==> config.mk <==
export PLATFORM = sky130hd
export DESIGN_NAME = ccs_xing
export DESIGN_NICKNAME = d
export VERILOG_FILES = /design/src/hw/rtl/ccs_pkg.sv /design/src/hw/rtl/ccs_xing.sv
export SDC_FILE = /design/constraint.sdc
export NUM_CORES = 1
export LEC_CHECK = 0
export ABC_CLOCK_PERIOD_IN_PS = 6850
export BUFFER_PORTS_ARGS = -buffer_cell sky130_fd_sc_hd__buf_4
export CAP_MARGIN = 20
export CORE_MARGIN = 4
export CORE_UTILIZATION = 50
export DETAILED_ROUTE_END_ITERATION = 16
export PLACE_DENSITY = 0.7
export SLEW_MARGIN = 20
export SYNTH_ARGS = -nofsm -noshare
export SYNTH_HDL_FRONTEND = slang
export SYNTH_SLANG_ARGS = --single-unit
==> constraint.sdc <==
create_clock -name clk_i -period 6.85 [get_ports clk_i]
set_input_delay 0.685 -clock clk_i [delete_from_list [all_inputs] [get_ports clk_i]]
set_output_delay 0.685 -clock clk_i [all_outputs]
set_load 0.05 [all_outputs]
==> src/hw/rtl/ccs_pkg.sv <==
// Shared types, constants and helper functions for the contour cell segmenter.
// Used by every module under hw/rtl; depends on nothing else.
package ccs_pkg;

  // ---------------------------------------------------------------- payload
  typedef struct packed {
    logic signed [31:0] height_sw;
    logic signed [31:0] height_se;
    logic signed [31:0] height_ne;
    logic signed [31:0] height_nw;
    logic signed [31:0] x_low;
    logic signed [31:0] x_high;
    logic signed [31:0] y_low;
    logic signed [31:0] y_high;
  } cell_t;

  typedef struct packed {
    logic signed [31:0] seg_x_start;
    logic signed [31:0] seg_y_start;
    logic signed [31:0] seg_x_end;
    logic signed [31:0] seg_y_end;
    logic [1:0]         level_index;
    logic               last_segment;
  } seg_t;

  // ------------------------------------------------------ config registers
  localparam int unsigned CfgIdxW = 3;
  localparam logic [CfgIdxW-1:0] CFG_LEVEL_COUNT = 3'd0;
  localparam logic [CfgIdxW-1:0] CFG_LEVEL_ZERO  = 3'd1;

  // --------------------------------------------------------- internal widths
  // relative heights: 4*(corner-level) or sum of four differences
  typedef logic signed [34:0] hgt_t;
  // positions in half-LSB units, offset by 2^33 so they are never negative
  localparam int unsigned UposW = 34;
  typedef logic [UposW-1:0] upos_t;
  // Q16.16 value before saturation
  typedef logic signed [34:0] qwide_t;

  localparam logic [34:0] HalfOfs = 35'h2_0000_0000;
  localparam qwide_t      QOfs    = 35'sh1_0000_0000;

  // crossing unit sizes
  localparam int unsigned MagW   = 36;
  localparam int unsigned SumW   = 37;
  localparam int unsigned DivW   = 38;
  localparam int unsigned AccW   = 72;
  localparam int unsigned QuoW   = 34;
  localparam int unsigned StepCntW = 6;

  // ----------------------------------------------------- case classification
  localparam logic [1:0] SH_BELOW = 2'd0;
  localparam logic [1:0] SH_ON    = 2'd1;
  localparam logic [1:0] SH_ABOVE = 2'd2;

  // triangle-local vertices: first corner, centre, next corner
  localparam logic [1:0] TV_FIRST  = 2'd0;
  localparam logic [1:0] TV_CENTRE = 2'd1;
  localparam logic [1:0] TV_NEXT   = 2'd2;

  typedef enum logic [3:0] {
    SC_NONE,
    SC_F_C,      // first -> centre
    SC_C_N,      // centre -> next
    SC_N_F,      // next -> first
    SC_F_XCN,    // first -> crossing(centre, next)
    SC_C_XNF,    // centre -> crossing(next, first)
    SC_N_XFC,    // next -> crossing(first, centre)
    SC_XFC_XCN,
    SC_XCN_XNF,
    SC_XNF_XFC
  } seg_case_e;

  typedef seg_case_e case_row_t [3];
  typedef case_row_t case_plane_t [3];

  localparam case_plane_t CaseTable [3] = '{
    '{ '{SC_NONE, SC_NONE, SC_XCN_XNF},
       '{SC_NONE, SC_C_N, SC_C_XNF},
       '{SC_XFC_XCN, SC_N_XFC, SC_XNF_XFC} },
    '{ '{SC_NONE, SC_N_F, SC_F_XCN},
       '{SC_F_C, SC_N_F, SC_F_C},
       '{SC_F_XCN, SC_N_F, SC_NONE} },
    '{ '{SC_XNF_XFC, SC_N_XFC, SC_XFC_XCN},
       '{SC_C_XNF, SC_C_N, SC_NONE},
       '{SC_XCN_XNF, SC_NONE, SC_NONE} }
  };

  // one segment end: a vertex (pa) or the crossing between pa and pb
  typedef struct packed {
    logic       xing;
    logic [1:0] pa;
    logic [1:0] pb;
  } ep_sel_t;

  typedef struct packed {
    ep_sel_t st;
    ep_sel_t en;
  } seg_sel_t;

  // ------------------------------------------------------------- queue item
  typedef struct packed {
    logic  xing;
    hgt_t  ha;
    hgt_t  hb;
    upos_t uxa;
    upos_t uya;
    upos_t uxb;
    upos_t uyb;
  } endpoint_t;

  typedef struct packed {
    endpoint_t  ep_start;
    endpoint_t  ep_end;
    logic [1:0] level;
    logic       last;
  } job_t;

  localparam int unsigned QueueDepth = 2;
  localparam int unsigned QueueAw    = 1;

  // crossing unit request
  typedef struct packed {
    hgt_t  ha;
    hgt_t  hb;
    upos_t ua;
    upos_t ub;
  } xreq_t;

  // ---------------------------------------------------------- state machines
  typedef enum logic [1:0] {F_IDLE, F_LEVEL, F_TRI, F_FLUSH} front_state_e;
  typedef enum logic [1:0] {B_IDLE, B_EVAL, B_WAIT, B_OUT} back_state_e;
  typedef enum logic [2:0] {X_IDLE, X_SUM, X_MUL, X_ADD, X_DIV, X_DONE} xing_state_e;

  // --------------------------------------------------------------- functions
  function automatic seg_sel_t seg_select(seg_case_e c);
    seg_sel_t s;
    s = '0;
    case (c)
      SC_F_C:     begin s.st.pa = TV_FIRST;  s.en.pa = TV_CENTRE; end
      SC_C_N:     begin s.st.pa = TV_CENTRE; s.en.pa = TV_NEXT;   end
      SC_N_F:     begin s.st.pa = TV_NEXT;   s.en.pa = TV_FIRST;  end
      SC_F_XCN: begin
        s.st.pa = TV_FIRST;
        s.en = '{xing: 1'b1, pa: TV_CENTRE, pb: TV_NEXT};
      end
      SC_C_XNF: begin
        s.st.pa = TV_CENTRE;
        s.en = '{xing: 1'b1, pa: TV_NEXT, pb: TV_FIRST};
      end
      SC_N_XFC: begin
        s.st.pa = TV_NEXT;
        s.en = '{xing: 1'b1, pa: TV_FIRST, pb: TV_CENTRE};
      end
      SC_XFC_XCN: begin
        s.st = '{xing: 1'b1, pa: TV_FIRST, pb: TV_CENTRE};
        s.en = '{xing: 1'b1, pa: TV_CENTRE, pb: TV_NEXT};
      end
      SC_XCN_XNF: begin
        s.st = '{xing: 1'b1, pa: TV_CENTRE, pb: TV_NEXT};
        s.en = '{xing: 1'b1, pa: TV_NEXT, pb: TV_FIRST};
      end
      SC_XNF_XFC: begin
        s.st = '{xing: 1'b1, pa: TV_NEXT, pb: TV_FIRST};
        s.en = '{xing: 1'b1, pa: TV_FIRST, pb: TV_CENTRE};
      end
      default: s = '0;
    endcase
    return s;
  endfunction

  function automatic logic [1:0] sign_class(hgt_t h);
    logic [1:0] r;
    if (h > 35'sd0) r = SH_ABOVE;
    else if (h < 35'sd0) r = SH_BELOW;
    else r = SH_ON;
    return r;
  endfunction

  // half-LSB offset position to Q16.16, ties toward plus infinity
  function automatic qwide_t half_to_q(upos_t u);
    logic [34:0] t;
    t = {1'b0, u} + 35'd1;
    return $signed({1'b0, t[34:1]}) - QOfs;
  endfunction

  function automatic logic signed [31:0] sat_q32(qwide_t v);
    logic signed [31:0] r;
    if (v > 35'sd2147483647) r = 32'sh7fff_ffff;
    else if (v < -35'sd2147483648) r = 32'sh8000_0000;
    else r = v[31:0];
    return r;
  endfunction

  function automatic logic [MagW-1:0] mag36(hgt_t h);
    logic [MagW-1:0] e;
    e = {h[34], h};
    return h[34] ? (~e + 36'd1) : e;
  endfunction

endpackage

==> src/hw/rtl/ccs_xing.sv <==
// Edge crossing unit: weighted mean of two positions by height magnitudes,
// shift-add multiply then restoring divide. Uses ccs_pkg.
module ccs_xing import ccs_pkg::*; (
  input  logic   clk_i,
  input  logic   rst_ni,
  input  logic   start_i,
  input  xreq_t  req_i,
  output logic   done_o,
  output qwide_t result_o
);

  xing_state_e state_q, state_d;
  logic [MagW-1:0]     a_q, b_q;
  logic [SumW-1:0]     s_q;
  upos_t               ua_q, ub_q;
  logic [AccW-1:0]     acc_q;
  logic [DivW-1:0]     rem_q;
  logic [QuoW-1:0]     lo_q;
  logic [StepCntW-1:0] cnt_q;
  qwide_t              res_q;

  // combinational step values
  logic [SumW-1:0]  s_sum;
  logic [AccW-1:0]  acc_mul, acc_fin;
  logic [DivW:0]    trial, dvs;
  logic             ge;
  logic [DivW-1:0]  rem_nx;
  logic [QuoW-1:0]  lo_nx;
  logic             cnt_end;

  always_comb begin
    s_sum   = {1'b0, a_q} + {1'b0, b_q};
    acc_mul = {acc_q[AccW-2:0], 1'b0}
            + (ua_q[UposW-1] ? AccW'(b_q) : '0)
            + (ub_q[UposW-1] ? AccW'(a_q) : '0);
    acc_fin = acc_q + AccW'(s_q);
    dvs     = {1'b0, s_q, 1'b0};
    trial   = {rem_q, lo_q[QuoW-1]};
    ge      = (trial >= dvs);
    rem_nx  = ge ? DivW'(trial - dvs) : trial[DivW-1:0];
    lo_nx   = {lo_q[QuoW-2:0], ge};
    cnt_end = (cnt_q == StepCntW'(QuoW - 1));
  end

  // next state
  always_comb begin
    state_d = state_q;
    case (state_q)
      X_IDLE: if (start_i) state_d = X_SUM;
      X_SUM:  state_d = (s_sum == '0) ? X_DONE : X_MUL;
      X_MUL:  if (cnt_end) state_d = X_ADD;
      X_ADD:  state_d = X_DIV;
      X_DIV:  if (cnt_end) state_d = X_DONE;
      X_DONE: state_d = X_IDLE;
      default: state_d = X_IDLE;
    endcase
  end

  // outputs
  always_comb begin
    done_o   = (state_q == X_DONE);
    result_o = res_q;
  end

  always_ff @(posedge clk_i or negedge rst_ni) begin
    if (!rst_ni) begin
      state_q <= X_IDLE;
      cnt_q   <= '0;
    end else begin
      state_q <= state_d;
      if (state_q == X_SUM || state_q == X_ADD) cnt_q <= '0;
      else if (state_q == X_MUL || state_q == X_DIV) cnt_q <= cnt_q + StepCntW'(1);
    end
  end

  // datapath
  always_ff @(posedge clk_i) begin
    case (state_q)
      X_IDLE: begin
        if (start_i) begin
          a_q  <= mag36(req_i.ha);
          b_q  <= mag36(req_i.hb);
          ua_q <= req_i.ua;
          ub_q <= req_i.ub;
        end
      end
      X_SUM: begin
        s_q   <= s_sum;
        acc_q <= '0;
        res_q <= half_to_q(ua_q);
      end
      X_MUL: begin
        acc_q <= acc_mul;
        ua_q  <= {ua_q[UposW-2:0], 1'b0};
        ub_q  <= {ub_q[UposW-2:0], 1'b0};
      end
      X_ADD: begin
        rem_q <= acc_fin[AccW-1:QuoW];
        lo_q  <= acc_fin[QuoW-1:0];
      end
      X_DIV: begin
        rem_q <= rem_nx;
        lo_q  <= lo_nx;
        if (cnt_end) res_q <= $signed({1'b0, lo_nx}) - QOfs;
      end
      default: ;
    endcase
  end

endmodule

Word level (Yosys, flattened, before mapping):

Index checks and enable logic that the tools add are counted.

* flip-flop bits (word level): 365
* bits of input ports: 141
* word-level logic and storage cells: 70

* reductions and logical operators: 13
* add/sub/neg operators: 11
* bitwise gates (word level): 2
* eq/ne operators: 9
* multiplexer cells: 21
* $lt $le $gt $ge: 1

Operators with widths (count)
* 34-bit one-hot mux with 2 select lines: 3
* 72-bit by 36-bit adder with 72-bit output: 2
* 72-bit one-hot mux with 2 select lines: 1
* 34-bit 2-to-1 mux: 4
* 38-bit one-hot mux with 2 select lines: 1
* 36-bit by 1-bit adder with 36-bit output (second input constant): 2
* 72-bit by 37-bit adder with 72-bit output: 1
* 36-bit 2-to-1 mux: 2
* 36-bit NOT: 2
* 35-bit one-hot mux with 2 select lines: 1
* 34-bit by 33-bit subtractor with 35-bit output (second input constant): 2
* 39-bit by 38-bit >= comparator with 1-bit output: 1
* 38-bit 2-to-1 mux: 1
* 38-bit subtractor: 1
* 36-bit by 36-bit adder with 37-bit output: 1
* 37-bit zero test: 1
* 34-bit by 1-bit adder with 35-bit output (second input constant): 1
* 35-bit 2-to-1 mux: 1
* 3-bit one-hot mux with 5 select lines: 1
* 3-bit 2-to-1 mux: 4
* 6-bit 2-to-1 mux: 2
* 2-bit nonzero test: 5
* 6-bit by 1-bit adder with 6-bit output (second input constant): 1
* 3-bit by 2-bit == test with 1-bit output (second input constant): 2
* other kinds (8): 14

Logic depth before layout (Yosys ltp):

Gate-level depths: netlist of run 1.

* word-level depth: 4
* mapped depth: 17

Least setup slack after synthesis of run 1:

Ideal clock, no wire load.

* kind: input -> register
* start: input port start_i
* end: register ua_q[0] (enable)
* stages: 3
* buffers on the path: 0
* arrival: 7090 ps
* path slack: -637 ps
* cell sequence: nand2_1 > nor3_1 > or2_2

* cells in the longest elaborated chain, start to end: 2

Ends and longest elaborated chain
* from (decl): RTL line ccs_xing.sv:6 `input logic start_i,`
* 2-bit != test (no source line)
* 2-bit AND reduction (no source line)
* to (signal assigned): RTL line ccs_xing.sv:83 `ua_q <= req_i.ua;`
* to (signal assigned): RTL line ccs_xing.sv:94 `ua_q <= {ua_q[UposW-2:0], 1'b0};`
* to (decl): RTL line ccs_xing.sv:15 `upos_t ua_q, ub_q;`

Every way passes these cells.
A chain may end at the register's enable or synchronous reset.

Final worst setup path of run 1:

* start: register ua_q[33]
* end: register acc_q[45] (data pin)

* cells in the longest elaborated chain, start to end: 4

Ends and longest elaborated chain
* 36-bit 2-to-1 mux: RTL line ccs_xing.sv:34 `+ (ua_q[UposW-1] ? AccW'(b_q) : '0)`
* 72-bit by 36-bit adder with 72-bit output: RTL line ccs_xing.sv:34
* 72-bit by 36-bit adder with 72-bit output: RTL line ccs_xing.sv:35 `+ (ub_q[UposW-1] ? AccW'(a_q) : '0);`
* 72-bit one-hot mux with 2 select lines: RTL line ccs_xing.sv:78 `case (state_q)`
* to (signal assigned): RTL line ccs_xing.sv:93 `acc_q <= acc_mul;`
* to (decl): RTL line ccs_xing.sv:16 `logic [AccW-1:0] acc_q;`

Every way passes these cells.

==> flow_metrics.env, run 1 <==
export IMPL_drt_pass1_iterations=5
export IMPL_num_fill_cells=4690
export IMPL_grt_max_degree=80
export IMPL_drc=0
export IMPL_min_from="req_i[103]"
export IMPL_fmax_ghz=0.1854
export IMPL_coreArea_um2=53710
export IMPL_wirelength_um=79310
export IMPL_yosysWarnings=0
export IMPL_hold_violations=0
export IMPL_clk_pin_slew_ns=0.06
export IMPL_vias=22358
export IMPL_start_util_pct=50.47
export IMPL_ys_ff_latch=365
export IMPL_routedWlPerCell_um=21.53
export IMPL_numCtsBuffers=43
export IMPL_seq_area_frac_synth_pct=40.27
export IMPL_cts_root_buffer_cell="clkbuf_16"
export IMPL_pre_cts_ws_ns=1.602
export IMPL_async_reset_ff_share_pct=2.466
export IMPL_cellPowerDensity_nw_per_um2=589.3
export IMPL_cts_tree="yes"
export IMPL_grt_setup_unrepaired="no"
export IMPL_grt_pass1_vias=21520
export IMPL_dieArea_um2=58010
export IMPL_slew_viol_final=0
export IMPL_area_delta_synth_final_pct=11.85
export IMPL_cap_violations=0
export IMPL_outcome="completed"
export IMPL_core_rowCount=85
export IMPL_ant_nets=0
export IMPL_final_net_count=3284
export IMPL_grt_pass1_wl_um=121500
export IMPL_leakagePower_uw=0.01230
export IMPL_path_max_fanout=24
export IMPL_io_buffers=176
export IMPL_die_w_um=240.8
export IMPL_layout_setup_ws_ns=1.456
export IMPL_reg2reg_from="ua_q[33]$_DFFE_PP_"
export IMPL_insertion_delay_ns=0.59
export IMPL_peakVddDrop_v=0.0002433
export IMPL_synth_avg_cell_area_um2=9.572
export IMPL_crit_family="compound AO/OA/AOI/OAI gates"
export IMPL_synth_edf_count=356
export IMPL_synth_ff_type="edfxtp_1"
export IMPL_period_minus_slack_ns=5.394
export IMPL_max_stage_delay_ns=0.94
export IMPL_cp_buffers_inverters=1
export IMPL_startpoint="ua_q[33]$_DFFE_PP_"
export IMPL_ctsLongestPathBuffers=3
export IMPL_die_h_um=240.8
export IMPL_synthCells=2832
export IMPL_fin_worst_skew_ns=0.02508
export IMPL_crit_path_end_kind="flop"
export IMPL_setup_tns_ns=0
export IMPL_gp_congestion=0.9715
export IMPL_worstMarginPinSlew_ns=1.197
export IMPL_setup_viol=0
export IMPL_max_slew_margin_pct=19.68
export IMPL_antenna_found_initial=2
export IMPL_path_cells="and2_1 -> fa_1 -> ha_1 -> inv_1 -> fa_1 -> nor2b_1 -> o21a_1 -> o31ai_1 -> a31oi_1 -> a21o_1 -> o21ai_1 -> a211o_1 -> a31oi_1 -> o21ai_0 -> mux2i_1"
export IMPL_clock_sinks=365
export IMPL_cpMaxStageDelayCell="a31oi_1"
export IMPL_syn_area_um2=27110
export IMPL_grt_ovfl_total=0
export IMPL_post_cts_buffers=0
export IMPL_first_iter_violations=2262
export IMPL_cts_max_level=2
export IMPL_dp_hpwl_um=61330
export IMPL_synth_cell_type_count=104
export IMPL_ios=177
export IMPL_cp_required_ns=7.18
export IMPL_worstPathArrival_ns=5.72
export IMPL_hp_class="in2reg"
export IMPL_via_per_inst=6.071
export IMPL_finalCritPeriodShare_pct=78.75
export IMPL_drive_gt1_share_pct=10.92
export IMPL_cp_start_kind="flop"
export IMPL_grt_usage_pct=26.72
export IMPL_crit_type="reg2reg"
flip-flops by register name, indices dropped and copies added (netlist names), 6 cells and up:
name      cells
s_q          37
ua_q         34
cnt_q         6
a_q          36
result_o     35
b_q          36
rem_q        38
acc_q        72
lo_q         34
ub_q         34
cell families (layout without fill, tap and decap cells):
kind of cell | after synthesis | count (layout) | share of synthesized area, %
buf+inv | 221 | 374 | 3.189
xor+xnor | 248 | 248 | 8.013
flops | 365 | 365 | 40.27
compound gates | 699 | 699 | 16.93
mux | 87 | 87 | 3.235
fa+ha+maj | 192 | 192 | 9.942
simple gates | 1019 | 1019 | 18.41
other cells | 1 | 3 | 0.01383
cells in the final DEF, fill, tap and decap left out, types with 87 or more instances in the layout:
cell	Yosys	layout
inv_1	101	100
edfxtp_1	356	356
o21ai_0	141	139
nor2_1	172	171
buf_4	3	191
xnor2_1	147	147
a21o_1	87	87
nand2_1	389	386
xor2_1	101	101
ha_1	153	153
a21oi_1	207	207
and2_1	99	99
nand3_1	87	87
per-layer routing:
metal  global-route usage (%)  up-vias  part of all wire (%)
met5                        0        -                     0
met1                    38.34    10804                    45
met2                    42.72      837                    45
met3                    4.022      104                   7.4
met4                    7.303        0                   2.8
li1                         -    10613                     -
through the flow:
step	hold WS [ns]	util, %	cell area, um^2	power, uW	std cells
3_3_place_gp	0.4915	54.00	29000	15260	3601
2_1_floorplan	0.3894	-	27120	12580	2833
6_report	0.3090	56.46	30320	17870	3683
5_1_grt	0.2870	56.45	30320	19130	3682
3_5_place_dp	0.5037	54.00	29000	15480	3601
4_1_cts	0.2766	56.45	30320	17700	3682
worst register-to-register path, cell delays in order (launching register included):
cell,delay [ns]
edfxtp_1,0.68
and2_1,0.29
fa_1,0.51
ha_1,0.18
inv_1,0.07
fa_1,0.37
nor2b_1,0.22
o21a_1,0.21
o31ai_1,0.12
a31oi_1,0.36
a21o_1,0.28
o21ai_1,0.16
a211o_1,0.32
a31oi_1,0.94
o21ai_0,0.26
mux2i_1,0.17
synth_stat cells, types with 12 or more instances:
library cell,n,share of area (%)
fa_1,39,2.9
or3_1,34,0.78
a21oi_1,207,3.8
nor2_1,172,2.4
a31oi_1,26,0.60
mux2i_1,82,3.0
inv_1,101,1.4
and3_1,48,1.1
xor2_1,101,3.3
a21boi_0,12,0.33
nand2b_1,16,0.37
edfxtp_1,356,39
o211ai_1,21,0.58
and2_1,99,2.3
nor3_1,43,0.79
o31ai_1,31,0.86
xnor2_1,147,4.7
ha_1,153,7.1
o21a_1,17,0.47
o21bai_1,16,0.44
nand2_1,389,5.4
nor2b_1,12,0.28
nand4_1,33,0.76
o21ai_0,141,2.6
clkbuf_1,103,1.4
a211oi_1,20,0.55
nand3_1,87,1.6
a21o_1,87,2.4
nor4_1,14,0.32
timing repair:
item                                   CTS  global route
hold buffers                             1             0
resized for setup                        0             0
endpoints found under the hold margin    9             0
area by class of cell:
type                       instances  area [um^2]  share of cell area, %
clock buffer                      50         1124                  3.706
timing repair buffer             192         1444                  4.762
sequential                       365        10920                  36.00
tap                              696        870.8                  2.872
clock inverter                    30        183.9                 0.6066
inverter                         102        382.9                  1.263
antenna                            1        2.502               0.008253
multi-input combinational       2247        15400                  50.78
worst paths after layout:
check / end / slack, ns / depth (start not counted)
max reg2reg: acc_q[45]$_SDFFCE_PN0P_ / 1.46 / 15
min in group asynchronous: cnt_q[1]$_DFFE_PN0P_ / 0.47 / 2
max: acc_q[45]$_SDFFCE_PN0P_ / 1.46 / 15
min: a_q[0]$_DFFE_PP_ / 0.31 / 1
min reg2reg: ub_q[29]$_DFFE_PP_ / 0.51 / 2
max in group asynchronous: cnt_q[5]$_DFFE_PN0P_ / 6.24 / 2
report_power, final:
group	switching, uW	internal, uW	leakage (uW)	total [uW]
clock	967	1190	0.000642	2150
combinational	6680	4020	0.00818	10700
sequential	930	4080	0.00348	5010
total	8580	9290	0.0123	17900
Note: power is estimated with default switching activity, not from simulation.
==> run 2: changes to the inputs <==
--- a/config.mk
+++ b/config.mk
@@ -5,7 +5,7 @@
 export SDC_FILE = /design/constraint.sdc
 export NUM_CORES = 1
 export LEC_CHECK = 0
-export ABC_CLOCK_PERIOD_IN_PS = 6850
+export ABC_CLOCK_PERIOD_IN_PS = 4500
 export BUFFER_PORTS_ARGS = -buffer_cell sky130_fd_sc_hd__buf_4
 export CAP_MARGIN = 20
 export CORE_MARGIN = 4
==> constraint.sdc (replaced) <==
create_clock -name clk_i -period 4.5 [get_ports clk_i]
set_input_delay 0.45 -clock clk_i [delete_from_list [all_inputs] [get_ports clk_i]]
set_output_delay 0.45 -clock clk_i [all_outputs]
set_load 0.05 [all_outputs]
==> run 2 against run 1 <==
Against the previous run: hold slack lost 0.22 ns; critical path type unchanged; maximum frequency grew 25%; count of clock-buffer cells in the layout grew 6; worst setup slack lost 1.3 ns; clock power grew 54%; combinational power grew 57%; routed wire length grew 1.3%; sequential share of layout area shrank 0.50 points; register-to-register slack lost 1.3 ns; sequential cell count is the same; global-route usage grew 0.35 points.
==> flow_metrics.env, run 2 (synthesized netlist as in run 1, its figures left out) <==
export IMPL_clock_sinks=365
export IMPL_cap_violations=0
export IMPL_gr_usage_met3_pct=4.502
export IMPL_grt_setup_unrepaired="no"
export IMPL_path_cells="ha_1 -> fa_1 -> xor2_1 -> nor3_1 -> o221ai_1 -> or4b_1 -> a2111oi_0 -> nand4b_1 -> buf_4 -> nor4_1 -> nand4_1 -> buf_4 -> nor4_1 -> o21bai_1"
export IMPL_cts_root_buffer_cell="clkbuf_16"
export IMPL_antenna_found_initial=1
export IMPL_hold_violations=0
export IMPL_final_net_count=3321
export IMPL_fin_worst_skew_ns=0.02469
export IMPL_final_area_um2=30740
export IMPL_max_slew_margin_pct=33.00
export IMPL_cts_max_level=2
export IMPL_cp_start_kind="flop"
export IMPL_crit_family="simple AND/OR/NAND/NOR gates"
export IMPL_ios=177
export IMPL_insertion_delay_ns=0.58
export IMPL_cellPowerDensity_nw_per_um2=901.3
export IMPL_coreArea_um2=53710
export IMPL_hp_class="in2reg"
export IMPL_die_h_um=240.8
export IMPL_rrSetupSlack_ns=0.18
export IMPL_grt_max_degree=127
export IMPL_diodes=0
export IMPL_outcome="completed"
export IMPL_regMostFlops="acc_q"
export IMPL_vias=22514
export IMPL_cts_tree="yes"
export IMPL_drt_pass1_iterations=6
export IMPL_fmax_ghz=0.2315
export IMPL_period_minus_slack_ns=4.320
export IMPL_slew_viol_final=0
export IMPL_ctsLongestPathBuffers=3
export IMPL_total_power_uw=27710
export IMPL_numCtsBuffers=43
export IMPL_mostFrequentLayoutCell="nand2_1"
export IMPL_gp_congestion=1.001
export IMPL_drive_gt1_share_pct=12.13
export IMPL_worstPathArrival_ns=4.80
export IMPL_grt_pass1_vias=21702
export IMPL_cp_required_ns=4.98
export IMPL_via_per_inst=6.062
export IMPL_wirelength_um=80330
export IMPL_peakVddDrop_v=0.0004363
export IMPL_setup_viol=0
export IMPL_cpMaxStageDelayCell="a2111oi_0"
export IMPL_clk_pin_slew_ns=0.05
export IMPL_gr_usage_met2_pct=42.49
export IMPL_core_rowCount=85
export IMPL_max_stage_delay_ns=0.57
export IMPL_placed_area_um2=29330
export IMPL_io_buffers=176
export IMPL_grt_pass1_wl_um=122200
export IMPL_area_delta_synth_final_pct=13.41
export IMPL_path_max_fanout=2
export IMPL_dp_hpwl_um=63020
export IMPL_leakagePower_uw=0.01251
export IMPL_largestRegisters="acc_q x72, rem_q x38, s_q x37"
export IMPL_crit_path_end_kind="flop"
export IMPL_busiest_layer="met2"
export IMPL_die_w_um=240.8
export IMPL_grt_usage_pct=27.07
export IMPL_largest_register_ffs=72
export IMPL_ant_nets=0
export IMPL_drc=0
export IMPL_grt_ovfl_total=0
export IMPL_setup_tns_ns=0
export IMPL_routedWlPerCell_um=21.63
export IMPL_worstMarginPinSlew_ns=1.001
export IMPL_finalCritPeriodShare_pct=95.99
export IMPL_first_iter_violations=1899
export IMPL_crit_type="reg2reg"
export IMPL_cp_buffers_inverters=2
export IMPL_dieArea_um2=58010
export IMPL_globalRouteMet1Util_pct=37.87
export IMPL_start_util_pct=50.47
export IMPL_mostFrequentLayoutCells="nand2_1 (386), edfxtp_1 (356), buf_4 (219)"
[run 2: worst paths after layout]
path / startpoint / depth (start not counted) / endpoint
worst min-delay path: req_i[103] / 1 / a_q[0]$_DFFE_PP_
worst max-delay path: a_q[0]$_DFFE_PP_ / 14 / state_q[0]$_DFFE_PN0P_
worst min register to register: ub_q[3]$_DFFE_PP_ / 2 / ub_q[4]$_DFFE_PP_
min in group asynchronous: rst_ni / 2 / state_q[2]$_DFFE_PN0P_
worst max register to register: a_q[0]$_DFFE_PP_ / 14 / state_q[0]$_DFFE_PN0P_
max in group asynchronous: rst_ni / 2 / cnt_q[3]$_DFFE_PN0P_
[run 2: area by class of cell]
| type | count | area [um^2] |
|---|---|---|
| Multi-Input combinational cell | 2247 | 15450 |
| Tap cell | 696 | 870.8 |
| Sequential cell | 365 | 10920 |
| Clock inverter | 19 | 172.7 |
| Timing Repair Buffer | 229 | 1804 |
| Fill cell | 4659 | 22960 |
| Clock buffer | 56 | 1145 |
| Inverter | 102 | 382.9 |
[run 2: worst reg2reg max path, stage by stage, from the launching register on]
cell and delay, ns:
edfxtp_1 0.40, ha_1 0.26, fa_1 0.40, xor2_1 0.18
nor3_1 0.38, o221ai_1 0.21, or4b_1 0.53, a2111oi_0 0.57
nand4b_1 0.16, buf_4 0.19, nor4_1 0.19, nand4_1 0.14
buf_4 0.20, nor4_1 0.25, o21bai_1 0.18
[run 2: metal layers]
layer	routed length, um	part of all wire (%)
met5	0	0
met4	3401	4.2
met3	6135	7.6
met2	35690	44
met1	35110	44
[run 2: what timing repair did]
item | 4_1_cts | 5_1_grt
endpoints found under the setup margin | 0 | 18
setup buffers | 0 | 5
gates resized for setup | 0 | 9
hold buffers | 1 | 0
endpoints found under the hold margin | 9 | 0
[run 2: through the flow]
step / worst slack (ns) / cells / hold WS, ns / utilization (%)
3_5_place_dp: 0.08720 / 3633 / 0.2836 / 54.61
3_3_place_gp: 0.2704 / 3633 / 0.2839 / 54.61
6_report: 0.1804 / 3714 / 0.08710 / 57.24
4_1_cts: 0.08655 / 3709 / 0.05262 / 57.08
5_1_grt: 0.01135 / 3714 / 0.07583 / 57.24
2_1_floorplan: 0.06266 / 2833 / 0.1544 / -
[run 2: power breakdown]
group	switching [uW]	internal (uW)
combinational	10300	6440
sequential	1420	6200
clock	1400	1910
total	13200	14500
==> run 3: changes to the inputs <==
--- a/config.mk
+++ b/config.mk
@@ -11,7 +11,7 @@
 export CORE_MARGIN = 4
 export CORE_UTILIZATION = 50
 export DETAILED_ROUTE_END_ITERATION = 16
-export PLACE_DENSITY = 0.7
+export PLACE_DENSITY = 0.72
 export SLEW_MARGIN = 20
 export SYNTH_ARGS = -nofsm -noshare
 export SYNTH_HDL_FRONTEND = slang
==> run 3 against run 2 <==
Against the previous run: sequential share of layout area is essentially flat; non-clock buffer count is the same; via count grew 0.56%; first-iteration DRC count grew 14%; combinational power is essentially flat; routed wire length shrank 0.17%; hold slack gained 0.015 ns; sequential power is essentially flat; maximum frequency grew 0.18%; critical path type unchanged; largest cell class unchanged; die area is the same.
==> flow_metrics.env, run 3 (synthesized netlist as in run 1, its figures left out) <==
export IMPL_largest_register_ffs=72
export IMPL_final_net_count=3321
export IMPL_crit_type="reg2reg"
export IMPL_cts_tree="yes"
export IMPL_path_max_fanout=8
export IMPL_first_iter_violations=2166
export IMPL_grt_usage_pct=26.96
export IMPL_ios=177
export IMPL_fin_worst_skew_ns=0.02063
export IMPL_peakVddDrop_v=0.0004034
export IMPL_numCtsBuffers=43
export IMPL_grt_max_degree=127
export IMPL_timing_hold_ws_ns=0.1022
export IMPL_leakagePower_uw=0.01256
export IMPL_start_util_pct=50.47
export IMPL_combPwrFrac_pct=60.0
export IMPL_cp_start_kind="flop"
export IMPL_cp_common_cell="buf_4"
export IMPL_via_per_inst=6.088
export IMPL_vias=22641
export IMPL_max_slew_margin_pct=41.87
export IMPL_hp_class="in2reg"
export IMPL_cap_violations=0
export IMPL_core_rowCount=85
export IMPL_drive_gt1_share_pct=12.18
export IMPL_gp_congestion=0.9659
export IMPL_drt_pass1_iterations=6
export IMPL_clk_pin_slew_ns=0.05
export IMPL_die_w_um=240.8
export IMPL_cts_max_level=2
export IMPL_path_cells="ha_1 -> fa_1 -> a21o_1 -> a311o_1 -> and3b_1 -> or4_1 -> nand3_1 -> o2111ai_1 -> a2111oi_2 -> nand4_1 -> buf_4 -> nor4_4 -> buf_4 -> o21bai_1"
export IMPL_crit_family="simple AND/OR/NAND/NOR gates"
export IMPL_clock_sinks=365
export IMPL_p_int_uw=14700
export IMPL_die_h_um=240.8
export IMPL_largestRegisters="acc_q x72, rem_q x38, s_q x37"
export IMPL_cp_required_ns=4.98
export IMPL_grt_ovfl_total=0
export IMPL_regMostFlops="acc_q"
export IMPL_wirelength_um=80200
export IMPL_ant_nets=0
export IMPL_hold_violations=0
export IMPL_ctsLongestPathBuffers=3
export IMPL_antenna_found_initial=0
export IMPL_clockPowerShare_pct=12.6
export IMPL_mostFrequentLayoutCell="nand2_1"
export IMPL_cts_root_buffer_cell="clkbuf_16"
export IMPL_num_fill_cells=4684
export IMPL_dp_hpwl_um=62330
export IMPL_drc=0
export IMPL_insertion_delay_ns=0.58
export IMPL_slew_viol_final=0
export IMPL_setup_viol=0
export IMPL_power_frac_seq_pct=27.4
export IMPL_cpMaxStageDelayCell="or4_1"
export IMPL_io_buffers=176
export IMPL_total_power_uw=27850
export IMPL_p_switching_uw=13150
export IMPL_worstPathArrival_ns=4.79
export IMPL_switching_share_pct=47.21
export IMPL_routedWlPerCell_um=21.56
export IMPL_max_stage_delay_ns=0.55
export IMPL_period_minus_slack_ns=4.312
export IMPL_cp_buffers_inverters=2
export IMPL_worstMarginPinSlew_ns=0.8720
export IMPL_area_delta_synth_final_pct=13.52
export IMPL_dieArea_um2=58010
export IMPL_outcome="completed"
export IMPL_grt_pass1_wl_um=122300
export IMPL_grt_setup_unrepaired="no"
export IMPL_crit_path_end_kind="flop"
export IMPL_mostFrequentLayoutCells="nand2_1 (386), edfxtp_1 (356), buf_4 (223)"
export IMPL_finalCritPeriodShare_pct=95.82
export IMPL_grt_pass1_vias=21490
export IMPL_coreArea_um2=53710
export IMPL_cellPowerDensity_nw_per_um2=904.8
export IMPL_fmax_ghz=0.2319
-- run 3: changes by cell type in the layout (fill, tap and decap cells not counted), sizes merged, moves of 2 or more --
cell	delta
buf	+2
clkinvlp	-3
clkinv	+5
clkbuf	-2
-- run 3: metrics by stage --
step                      instance area (um^2)  setup TNS, ns  setup slack [ns]  utilization (%)  std cells
final                                    30770              0            0.1880            57.30       3719
after global routing                     30770              0          0.001157            57.30       3718
after global placement                   29320       -0.01720          -0.01720            54.59       3637
after floorplan                          27120              0           0.06266                -       2833
after detailed placement                 29320        -0.2123           -0.1188            54.59       3637
after CTS                                30750              0           0.03506            57.25       3717
-- run 3: final timing paths --
path                                     from  cells past startpoint                endpoint  slack [ns]
hold / removal                      req_i[68]                      1        b_q[0]$_DFFE_PP_        0.10
setup / recovery             b_q[0]$_DFFE_PP_                     14  state_q[0]$_DFFE_PN0P_        0.19
min in group asynchronous              rst_ni                      2    cnt_q[0]$_DFFE_PN0P_        0.27
hold reg to reg            ub_q[27]$_DFFE_PP_                      2      ub_q[28]$_DFFE_PP_        0.51
setup reg to reg             b_q[0]$_DFFE_PP_                     14  state_q[0]$_DFFE_PN0P_        0.19
max in group asynchronous              rst_ni                      2  state_q[1]$_DFFE_PN0P_        4.07
-- run 3: power groups by stage --
| stage | clock (uW) | sequential, uW | combinational, uW |
|---|---|---|---|
| floorplan | 0 | 7360 | 11800 |
| global placement | 0 | 7590 | 16000 |
| detailed placement | 0 | 7640 | 16300 |
| CTS | 3590 | 7580 | 16400 |
| global route | 3710 | 7760 | 18300 |
| finish | 3510 | 7620 | 16700 |
-- run 3: repair_timing --
| action | CTS | global route |
|---|---|---|
| cloned | 0 | 0 |
| endpoints found under the setup margin | 2 | 17 |
| buffers inserted | 0 | 1 |
| hold buffers | 1 | 0 |
| pin swaps | 0 | 1 |
| resized for setup | 1 | 3 |
| endpoints found under the hold margin | 9 | 0 |
-- run 3: routing by layer --
| layer | vias to the layer above | wire (um) | track usage (%) |
|---|---|---|---|
| met2 | 1017 | 35600 | 42.63 |
| met4 | 0 | 2826 | 9.164 |
| met3 | 130 | 6155 | 3.520 |
| met5 | - | 0 | 0 |
| li1 | 10714 | - | - |
| met1 | 10780 | 35610 | 38.66 |
-- run 3: layout make-up --
class                      instances  area (um^2)  share of cell area (%)
antenna                            1        2.502                0.008131
tap                              696        870.8                   2.830
sequential                       365        10920                   35.47
inverter                         102        382.9                   1.244
multi-input combinational       2247        15420                   50.10
clock buffer                      56         1197                   3.891
timing repair buffer             229         1775                   5.769
clock inverter                    23        212.7                  0.6912
